File: config.mk
export PLATFORM = sky130hd
export DESIGN_NAME = mpeg2_es_frame_splitter_top_flat
export DESIGN_NICKNAME = d
export VERILOG_FILES = /design/src/rtl/mpfs_pkg.sv /design/src/rtl/mpfs_if.sv /design/src/rtl/mpeg2_es_frame_splitter_top.sv /design/src/rtl/mpfs_parser.sv /design/src/flat_wrapper.sv
export SDC_FILE = /design/constraint.sdc
export NUM_CORES = 1
export LEC_CHECK = 0
export CORE_MARGIN = 2
export CORE_UTILIZATION = 40
export CTS_CLUSTER_DIAMETER = 120
export DETAILED_ROUTE_END_ITERATION = 8
export DONT_BUFFER_PORTS = 1
export SYNTH_ARGS = -nofsm -noshare
export SYNTH_HDL_FRONTEND = slang
export SYNTH_SLANG_ARGS = --single-unit
File: constraint.sdc
create_clock -name clock -period 5.05 [get_ports clock]
set_clock_uncertainty 0.15 [all_clocks]
set_input_delay 1.515 -clock clock [delete_from_list [all_inputs] [get_ports clock]]
set_output_delay 1.515 -clock clock [all_outputs]
set_load 0.03 [all_outputs]
File: src/rtl/mpfs_pkg.sv
`timescale 1ns / 1ps
// ----------------------------------------------------------------------------
// mpfs_pkg: shared types and constants of the elementary stream splitter
// Start code bytes, packet length limits, parse modes and the result bundle
// that the parser hands to the top level.
// ----------------------------------------------------------------------------
package mpfs_pkg;

   // field widths fixed by the interface
   localparam int BYTE_W = 8;
   localparam int LEN_W  = 21;
   localparam int KIND_W = 2;

   // packet length limit and the saturating count that tracks it
   localparam int MAX_PACKET_BYTES = 1048576;
   localparam int COUNT_CAP        = MAX_PACKET_BYTES + 7;
   localparam int COUNT_W          = $clog2(COUNT_CAP + 1);

   localparam logic [COUNT_W-1:0] COUNT_CAP_C   = COUNT_W'(COUNT_CAP);
   localparam logic [COUNT_W-1:0] MAX_BYTES_C   = COUNT_W'(MAX_PACKET_BYTES);
   localparam logic [COUNT_W-1:0] SEQ_HDR_LEN_C = COUNT_W'(4);
   localparam logic [COUNT_W-1:0] PIC_HDR_LEN_C = COUNT_W'(6);

   // byte history: five previous bytes, fill count saturates at five
   localparam int WINDOW_BYTES = 5;
   localparam int FILL_W       = 3;
   localparam logic [FILL_W-1:0] FILL_SEQ_C = FILL_W'(3);
   localparam logic [FILL_W-1:0] FILL_MAX_C = FILL_W'(WINDOW_BYTES);

   // start code bytes
   localparam logic [BYTE_W-1:0] SC_ZERO_C   = 8'h00;
   localparam logic [BYTE_W-1:0] SC_PREFIX_C = 8'h01;
   localparam logic [BYTE_W-1:0] SC_SEQ_C    = 8'hB3;
   localparam logic [BYTE_W-1:0] SC_PIC_C    = 8'h00;

   // picture coding types that open a new packet
   localparam logic [2:0] PTYPE_P_C = 3'd2;
   localparam logic [2:0] PTYPE_B_C = 3'd3;

   typedef enum logic [1:0] {
      MODE_HUNT = 2'd0,
      MODE_SEQ  = 2'd1,
      MODE_PIC  = 2'd2
   } mode_type;

   typedef enum logic [KIND_W-1:0] {
      KIND_KEY = 2'd0,
      KIND_P   = 2'd1,
      KIND_B   = 2'd2
   } kind_type;

   // one completed packet, valid for the cycle in which it is cut
   typedef struct packed {
      logic              valid;
      logic [LEN_W-1:0]  packet_length;
      kind_type          frame_kind;
      logic              length_overflow;
   } result_type;

endpackage

File: src/rtl/mpfs_if.sv
`timescale 1ns / 1ps
// ----------------------------------------------------------------------------
// mpfs_if: valid/ready channels of the elementary stream splitter
// Byte input channel and packet report channel, each with source and sink.
// ----------------------------------------------------------------------------
interface mpfs_req_if
   import mpfs_pkg::*;
   ();
   logic              valid;
   logic              ready;
   logic [BYTE_W-1:0] stream_byte;

   modport source (output valid, output stream_byte, input ready);
   modport sink   (input valid, input stream_byte, output ready);
endinterface

interface mpfs_rsp_if
   import mpfs_pkg::*;
   ();
   logic              valid;
   logic              ready;
   logic [LEN_W-1:0]  packet_length;
   logic [KIND_W-1:0] frame_kind;
   logic              length_overflow;

   modport source (output valid, output packet_length, output frame_kind,
                   output length_overflow, input ready);
   modport sink   (input valid, input packet_length, input frame_kind,
                   input length_overflow, output ready);
endinterface

File: src/rtl/mpeg2_es_frame_splitter_top.sv
`timescale 1ns / 1ps
// ----------------------------------------------------------------------------
// mpeg2_es_frame_splitter_top: MPEG-2 video elementary stream frame splitter
// Scans the stream a byte at a time for sequence and P/B picture start codes
// and reports the length and kind of each packet between them.
// ----------------------------------------------------------------------------
//  channel | dir | payload                                        | role
//  req_if  | in  | stream_byte                                    | stream bytes
//  rsp_if  | out | packet_length, frame_kind, length_overflow     | packet reports
//
//  One byte per cycle sustained; the scan is a compare against a five-byte
//  history held in registers, done between the input and result registers.
//  A report is held in the result register, loaded when the byte that ends its packet leaves the input register.
//  Synchronous reset clears the history, parse mode and both valid flags.
//  When the result register is held by rsp_if.ready low, bytes still flow
//  until one more cut is found; that byte then waits in the input register.
// ----------------------------------------------------------------------------
module mpeg2_es_frame_splitter_top
   import mpfs_pkg::*;
(
   input  logic    clock,
   input  logic    reset,
   mpfs_req_if.sink   req_if,
   mpfs_rsp_if.source rsp_if
);

   logic              in_valid_ff, in_valid_in;
   logic [BYTE_W-1:0] in_byte_ff;
   logic              out_valid_ff, out_valid_in;
   result_type        out_ff;
   result_type        result;
   logic              advance;
   logic              in_ready;
   logic              out_load;

   // scanner and packet state
   mpfs_parser u_parser (
      .clock       (clock),
      .reset       (reset),
      .step        (advance),
      .stream_byte (in_byte_ff),
      .result      (result)
   );

   // a byte moves on unless its report finds the result register occupied and rsp_if.ready low
   assign out_load = advance && result.valid;
   assign advance  = in_valid_ff && (!result.valid || !out_valid_ff || rsp_if.ready);
   assign in_ready = !in_valid_ff || advance;
   assign req_if.ready = in_ready;

   // input register
   always_comb begin
      in_valid_in = in_valid_ff;
      if (in_ready) begin
         in_valid_in = req_if.valid;
      end
   end

   always_ff @(posedge clock) begin
      if (reset) begin
         in_valid_ff <= 1'b0;
      end else begin
         in_valid_ff <= in_valid_in;
      end
   end

   always_ff @(posedge clock) begin
      if (in_ready && req_if.valid) begin
         in_byte_ff <= req_if.stream_byte;
      end
   end

   // result register
   always_comb begin
      out_valid_in = out_valid_ff;
      if (out_load) begin
         out_valid_in = 1'b1;
      end else if (rsp_if.ready) begin
         out_valid_in = 1'b0;
      end
   end

   always_ff @(posedge clock) begin
      if (reset) begin
         out_valid_ff <= 1'b0;
      end else begin
         out_valid_ff <= out_valid_in;
      end
   end

   always_ff @(posedge clock) begin
      if (out_load) begin
         out_ff <= result;
      end
   end

   assign rsp_if.valid           = out_valid_ff;
   assign rsp_if.packet_length   = out_ff.packet_length;
   assign rsp_if.frame_kind      = out_ff.frame_kind;
   assign rsp_if.length_overflow = out_ff.length_overflow;

endmodule

File: src/rtl/mpfs_parser.sv
`timescale 1ns / 1ps
// ----------------------------------------------------------------------------
// mpfs_parser: start code scanner and packet state
// Holds the byte history, parse mode and packet count; flags a cut and its
// report for the byte presented, and updates its state when step is high.
// ----------------------------------------------------------------------------
module mpfs_parser
   import mpfs_pkg::*;
(
   input  logic              clock,
   input  logic              reset,
   input  logic              step,
   input  logic [BYTE_W-1:0] stream_byte,
   output result_type        result
);

   logic [WINDOW_BYTES*BYTE_W-1:0] window_ff, window_in;
   logic [FILL_W-1:0]              fill_ff, fill_in;
   mode_type                       mode_ff, mode_in;
   kind_type                       kind_ff, kind_in;
   logic [COUNT_W-1:0]             count_ff, count_in;

   logic [BYTE_W-1:0]  b1, b2, b3, b4, b5;
   logic [2:0]         ptype;
   logic               seq_hdr, pb_hdr;
   logic [COUNT_W-1:0] count_inc;
   logic [COUNT_W-1:0] hdr_len;
   logic [COUNT_W-1:0] diff;
   logic               cut;
   kind_type           pb_kind;

   // previous bytes, newest in the low byte
   assign b1    = window_ff[1*BYTE_W-1 -: BYTE_W];
   assign b2    = window_ff[2*BYTE_W-1 -: BYTE_W];
   assign b3    = window_ff[3*BYTE_W-1 -: BYTE_W];
   assign b4    = window_ff[4*BYTE_W-1 -: BYTE_W];
   assign b5    = window_ff[5*BYTE_W-1 -: BYTE_W];
   assign ptype = stream_byte[5:3];

   // start code matches, only over bytes really received
   assign seq_hdr = (fill_ff >= FILL_SEQ_C) && (b3 == SC_ZERO_C) && (b2 == SC_ZERO_C)
                    && (b1 == SC_PREFIX_C) && (stream_byte == SC_SEQ_C);
   assign pb_hdr  = (fill_ff >= FILL_MAX_C) && (b5 == SC_ZERO_C) && (b4 == SC_ZERO_C)
                    && (b3 == SC_PREFIX_C) && (b2 == SC_PIC_C)
                    && ((ptype == PTYPE_P_C) || (ptype == PTYPE_B_C));
   assign pb_kind = (ptype == PTYPE_B_C) ? KIND_B : KIND_P;

   // saturating count including the current byte, counting only in sequence or picture mode
   always_comb begin
      count_inc = count_ff;
      if (((mode_ff == MODE_SEQ) || (mode_ff == MODE_PIC)) && (count_ff < COUNT_CAP_C)) begin
         count_inc = count_ff + COUNT_W'(1);
      end
   end

   // next mode, packet kind and count, and whether this byte cuts a packet
   always_comb begin
      mode_in  = mode_ff;
      kind_in  = kind_ff;
      count_in = count_inc;
      cut      = 1'b0;
      hdr_len  = PIC_HDR_LEN_C;
      case (mode_ff)
         MODE_SEQ: begin
            if (pb_hdr) begin
               cut      = 1'b1;
               mode_in  = MODE_PIC;
               kind_in  = pb_kind;
               count_in = PIC_HDR_LEN_C;
            end
         end
         MODE_PIC: begin
            if (seq_hdr) begin
               cut      = 1'b1;
               hdr_len  = SEQ_HDR_LEN_C;
               mode_in  = MODE_SEQ;
               kind_in  = KIND_KEY;
               count_in = SEQ_HDR_LEN_C;
            end else if (pb_hdr) begin
               cut      = 1'b1;
               kind_in  = pb_kind;
               count_in = PIC_HDR_LEN_C;
            end
         end
         default: begin
            mode_in = MODE_HUNT;
            if (seq_hdr) begin
               mode_in  = MODE_SEQ;
               kind_in  = KIND_KEY;
               count_in = SEQ_HDR_LEN_C;
            end
         end
      endcase
   end

   // report of the packet being closed: length without the new header
   assign diff = count_inc - hdr_len;
   always_comb begin
      result.valid           = cut;
      result.frame_kind      = kind_ff;
      result.length_overflow = (diff > MAX_BYTES_C);
      result.packet_length   = result.length_overflow ? LEN_W'(MAX_BYTES_C) : LEN_W'(diff);
   end

   // byte history and fill
   assign window_in = {window_ff[(WINDOW_BYTES-1)*BYTE_W-1:0], stream_byte};
   assign fill_in   = (fill_ff < FILL_MAX_C) ? fill_ff + FILL_W'(1) : FILL_MAX_C;

   // state registers
   always_ff @(posedge clock) begin
      if (reset) begin
         window_ff <= '0;
         fill_ff   <= '0;
         mode_ff   <= MODE_HUNT;
         kind_ff   <= KIND_KEY;
         count_ff  <= '0;
      end else if (step) begin
         window_ff <= window_in;
         fill_ff   <= fill_in;
         mode_ff   <= mode_in;
         kind_ff   <= kind_in;
         count_ff  <= count_in;
      end
   end

   // checks
   a_hunt_no_cut: assert property (@(posedge clock) disable iff (reset)
      (mode_ff == MODE_HUNT) |-> !result.valid)
      else $error("packet cut while hunting for a sequence header");

   a_count_cap: assert property (@(posedge clock) disable iff (reset)
      count_ff <= COUNT_CAP_C)
      else $error("packet count beyond its cap");

   a_fill_cap: assert property (@(posedge clock) disable iff (reset)
      fill_ff <= FILL_MAX_C)
      else $error("window fill beyond five");

   a_cut_stays_locked: assert property (@(posedge clock) disable iff (reset)
      (step && result.valid) |=> (mode_ff != MODE_HUNT) && (count_ff >= SEQ_HDR_LEN_C))
      else $error("cut did not open a new packet");

endmodule
File: src/flat_wrapper.sv
// flat-port wrapper written by rule: the top's interface ports become plain ports
module mpeg2_es_frame_splitter_top_flat import mpfs_pkg::*;
  (clock, reset, req_if_valid, req_if_stream_byte, req_if_ready, rsp_if_valid, rsp_if_packet_length, rsp_if_frame_kind, rsp_if_length_overflow, rsp_if_ready);
  mpfs_req_if req_if_i ();
  mpfs_rsp_if rsp_if_i ();
  input  logic clock;
  input  logic reset;
  input wire logic [$bits(req_if_i.valid)-1:0] req_if_valid;
  input wire logic [$bits(req_if_i.stream_byte)-1:0] req_if_stream_byte;
  output wire logic [$bits(req_if_i.ready)-1:0] req_if_ready;
  output wire logic [$bits(rsp_if_i.valid)-1:0] rsp_if_valid;
  output wire logic [$bits(rsp_if_i.packet_length)-1:0] rsp_if_packet_length;
  output wire logic [$bits(rsp_if_i.frame_kind)-1:0] rsp_if_frame_kind;
  output wire logic [$bits(rsp_if_i.length_overflow)-1:0] rsp_if_length_overflow;
  input wire logic [$bits(rsp_if_i.ready)-1:0] rsp_if_ready;
  assign req_if_i.valid = req_if_valid;
  assign req_if_i.stream_byte = req_if_stream_byte;
  assign req_if_ready = req_if_i.ready;
  assign rsp_if_valid = rsp_if_i.valid;
  assign rsp_if_packet_length = rsp_if_i.packet_length;
  assign rsp_if_frame_kind = rsp_if_i.frame_kind;
  assign rsp_if_length_overflow = rsp_if_i.length_overflow;
  assign rsp_if_i.ready = rsp_if_ready;
  mpeg2_es_frame_splitter_top u_core (.clock(clock), .reset(reset), .req_if(req_if_i), .rsp_if(rsp_if_i));
endmodule
==> impl_metrics.json <==
{
  "post-cts-setup-buffers": 0,
  "cp.arrival_ps": 4500,
  "min_to": "u_core.rsp_if.frame_kind[0]$_DFFE_PP_",
  "p_switching_mw": 0.391,
  "cts_resized": 0,
  "htreeDepth": 3,
  "r2r-start": "u_core.u_parser.count_ff[13]$_SDFFE_PP0P_",
  "area_growth_pct": 7.03,
  "insertion_delay_ps": 360,
  "reg2reg_depth": 14,
  "io_buffers": 0,
  "grt_max_degree": 71,
  "cts-hold-fix-buffers": 0,
  "core-area_mm2": 0.0137,
  "cap_violations": 0,
  "ys.flop_type": "dfxtp_1",
  "first_global_vias": 4185,
  "synth_top_area_share_pct": 25.2,
  "routed_wl_um": 12900,
  "worst_slew_pin_slew_ps": 774,
  "gp_congestion": 0.856,
  "ys_ff_latch": 102,
  "final.period_utilization_pct": 89.9,
  "r2r_end": "u_core.rsp_if.length_overflow$_DFFE_PP_",
  "fin_util_pct": 43.3,
  "slew_viol_final": 0,
  "avgSynthCellArea_um2": 8.67,
  "peakVddDrop_uv": 244,
  "synthTopCellsByArea": "dfxtp_1 25%, edfxtp_1 17%, nand2_1 7.1%",
  "synth_top_cell_by_area": "dfxtp_1",
  "ys_seq_area_share_pct": 42.5,
  "internal_power_mw": 1.22,
  "cts_root_buffer": "clkbuf_16",
  "ys_warn_count": 0,
  "setup_viol": 0,
  "vias_per_cell": 5.70,
  "io_pins": 38,
  "drc_errors": 0,
  "outcome": "complete, no violations",
  "syn_inst": 641,
  "cts_sinks": 102,
  "start_util_pct": 40.5,
  "whs_ps": 288,
  "ys_types": 70,
  "fp.dieH_um": 122,
  "fillers": 1373,
  "power_frac_seq_pct": 53.6,
  "place_inst": 788,
  "power_density_mw_per_mm2": 270,
  "final_antenna_net_count": 0,
  "final_nets": 639,
  "crit_type": "reg -> reg",
  "drtIter0Drc": 323,
  "ys_top_cells_by_count": "105 x nand2_1, 73 x a21oi_1, 70 x dfxtp_1, 54 x nor2_1, 32 x edfxtp_1",
  "setup_tns_ps": 0,
  "overflow": 0,
  "clk_pin_slew_ps": 80,
  "p_leak_nw": 2.03,
  "synth_edf_count": 32,
  "hold_violations": 0,
  "hp-class": "reg -> reg",
  "cp_data_required_time_ps": 5000,
  "p_clk_share_pct": 43.4,
  "grt_pass1_wl_um": 21700,
  "fmax_mhz": 220,
  "synth.most_common_cell": "nand2_1",
  "synth_nets": 661,
  "final_cells": 804,
  "p_sw_share_pct": 24.3,
  "relSlewSlack_pct": 48.4,
  "rows": 43,
  "cts_tree": "built",
  "synthArstFlopShare_pct": 0,
  "rsz0062_at_grt": "false",
  "die_w_um": 122,
  "crit_fanout": 12,
  "hp-start": "u_core.u_parser.kind_ff[0]$_SDFFE_PP0P_",
  "cp-end-kind": "flip-flop",
  "cts_buffer_depth": 2,
  "pwr-share-comb_pct": 3.0,
  "antennaDiodeCount": 0,
  "dr.pass1.iters": 5,
  "cts_buffers": 9,
  "holdPathStages": 0,
  "wl_per_cell_um": 16.0,
  "dpl.hpwl_um": 8960,
  "r2r_slack_ps": 510,
  "drive_gt1_share_pct": 8.97,
  "antenna_found_initial": 0,
  "period_needed_ps": 4540,
  "dieArea_mm2": 0.0148,
  "syn_area_mm2": 0.00556,
  "via_count": 4581,
  "startpoint_type": "flip-flop",
  "grtUsageTotal_pct": 18.4
}
final cells by class:
type / count / area [um2] / share of cell area [%]
clock inverter: 7 / 75.1 / 1.26
clock buffer: 9 / 225 / 3.79
tap: 180 / 225 / 3.79
inverter: 16 / 60.1 / 1.01
timing repair buffer: 12 / 90.1 / 1.52
multi-input combinational: 478 / 2910 / 48.9
sequential: 102 / 2360 / 39.7
state kept, by name (all words and copies together) (netlist names):
name and count:
u_core.u_parser.kind_ff 2, u_core.rsp_if.frame_kind 2, u_core.in_byte_ff 8, u_core.u_parser.window_ff 40, u_core.u_parser.count_ff 21, u_core.rsp_if.packet_length 21
u_core.rsp_if.valid 1, u_core.rsp_if.length_overflow 1, u_core.in_valid_ff 1, u_core.u_parser.fill_ff 3, u_core.u_parser.mode_ff 2
stage by stage:
step | area, um2 | worst slack, ps | power (mW)
after global routing | 5950 | 77.5 | 1.66
after floorplan | 5560 | 694 | 0.921
final | 5950 | 509 | 1.61
after detailed placement | 5640 | 478 | 0.929
after CTS | 5940 | 442 | 1.63
after global placement | 5640 | 603 | 0.928
metal layers:
layer  share of wire, %  GRT usage [%]
met1                 47           25.0
met2                 47           28.8
met3                4.7           3.93
met4                1.6           6.90
met5                  0              0
worst max-delay path, stage by stage, from the launching register on:
cell       delay, ps
dfxtp_1          410
nor4_1           370
and4_1           330
a31o_4           270
mux2i_1          290
ha_1             250
inv_1             70
ha_1             220
a2111oi_0        330
a31oi_1          200
nor4_4           300
nand4_1          150
or3b_1           420
a2111oi_2        390
a31oi_1          120
how the worst max path moves through the flow:
stage / slack (ps) / depth (start not counted) / to / from
final: 510 / 14 / u_core.rsp_if.length_overflow$_DFFE_PP_ / u_core.u_parser.count_ff[13]$_SDFFE_PP0P_
after global routing: 80 / 14 / u_core.rsp_if.length_overflow$_DFFE_PP_ / u_core.u_parser.count_ff[0]$_SDFFE_PP0P_
after CTS: 440 / 14 / u_core.rsp_if.length_overflow$_DFFE_PP_ / u_core.u_parser.count_ff[13]$_SDFFE_PP0P_
after detailed placement: 480 / 14 / u_core.rsp_if.length_overflow$_DFFE_PP_ / u_core.u_parser.count_ff[13]$_SDFFE_PP0P_
after global placement: 600 / 14 / u_core.rsp_if.length_overflow$_DFFE_PP_ / u_core.u_parser.count_ff[13]$_SDFFE_PP0P_
after floorplan: 690 / 17 / u_core.rsp_if.length_overflow$_DFFE_PP_ / u_core.u_parser.mode_ff[0]$_SDFFE_PP0P_
power groups by stage:
stage                     Clock, mW  Combinational (mW)  Sequential, mW
after floorplan                   0              0.0427           0.878
after global placement            0              0.0479           0.880
after detailed placement          0              0.0482           0.881
after CTS                     0.719              0.0483           0.861
after global routing          0.745              0.0542           0.863
final                         0.697              0.0483           0.862
cells in the final DEF, fill, tap and decap left out, types with 3 or more instances in the layout:
cell type / Yosys / routed
nand2_1: 105 / 105
a21oi_1: 73 / 73
dfxtp_1: 70 / 70
nor2_1: 54 / 53
edfxtp_1: 32 / 32
o21ai_0: 28 / 28
xnor2_1: 22 / 22
nor4_1: 15 / 15
inv_1: 15 / 15
xor2_1: 12 / 12
buf_4: 3 / 12
nor3_1: 11 / 11
nand3_1: 10 / 10
a211oi_1: 9 / 9
and3_1: 9 / 9
or3_1: 9 / 9
and2_1: 9 / 9
clkbuf_16: 0 / 9
nand4_1: 8 / 8
ha_1: 8 / 8
nor3b_1: 7 / 7
a31oi_1: 6 / 6
nor4b_1: 4 / 4
or2_2: 4 / 4
mux2i_1: 4 / 4
a22oi_1: 4 / 4
nor4bb_1: 3 / 3
nor2_2: 2 / 3
nor4_4: 3 / 3
and4_1: 3 / 3
nand2b_1: 3 / 3
a311oi_1: 3 / 3
a2111oi_0: 3 / 3
or4_1: 3 / 3
o211ai_1: 3 / 3
nor2b_1: 3 / 3
cells by family after synthesis:
family                   share of synthesized area [%]
buffers and inverters                             5.34
adder cells (fa/ha/maj)                           1.80
AND/OR/NAND/NOR                                   27.4
XOR/XNOR                                          5.36
flip-flops                                        42.5
AO/OA/AOI/OAI                                     16.8
multiplexers                                     0.721
(Power assumes the default switching activity.)
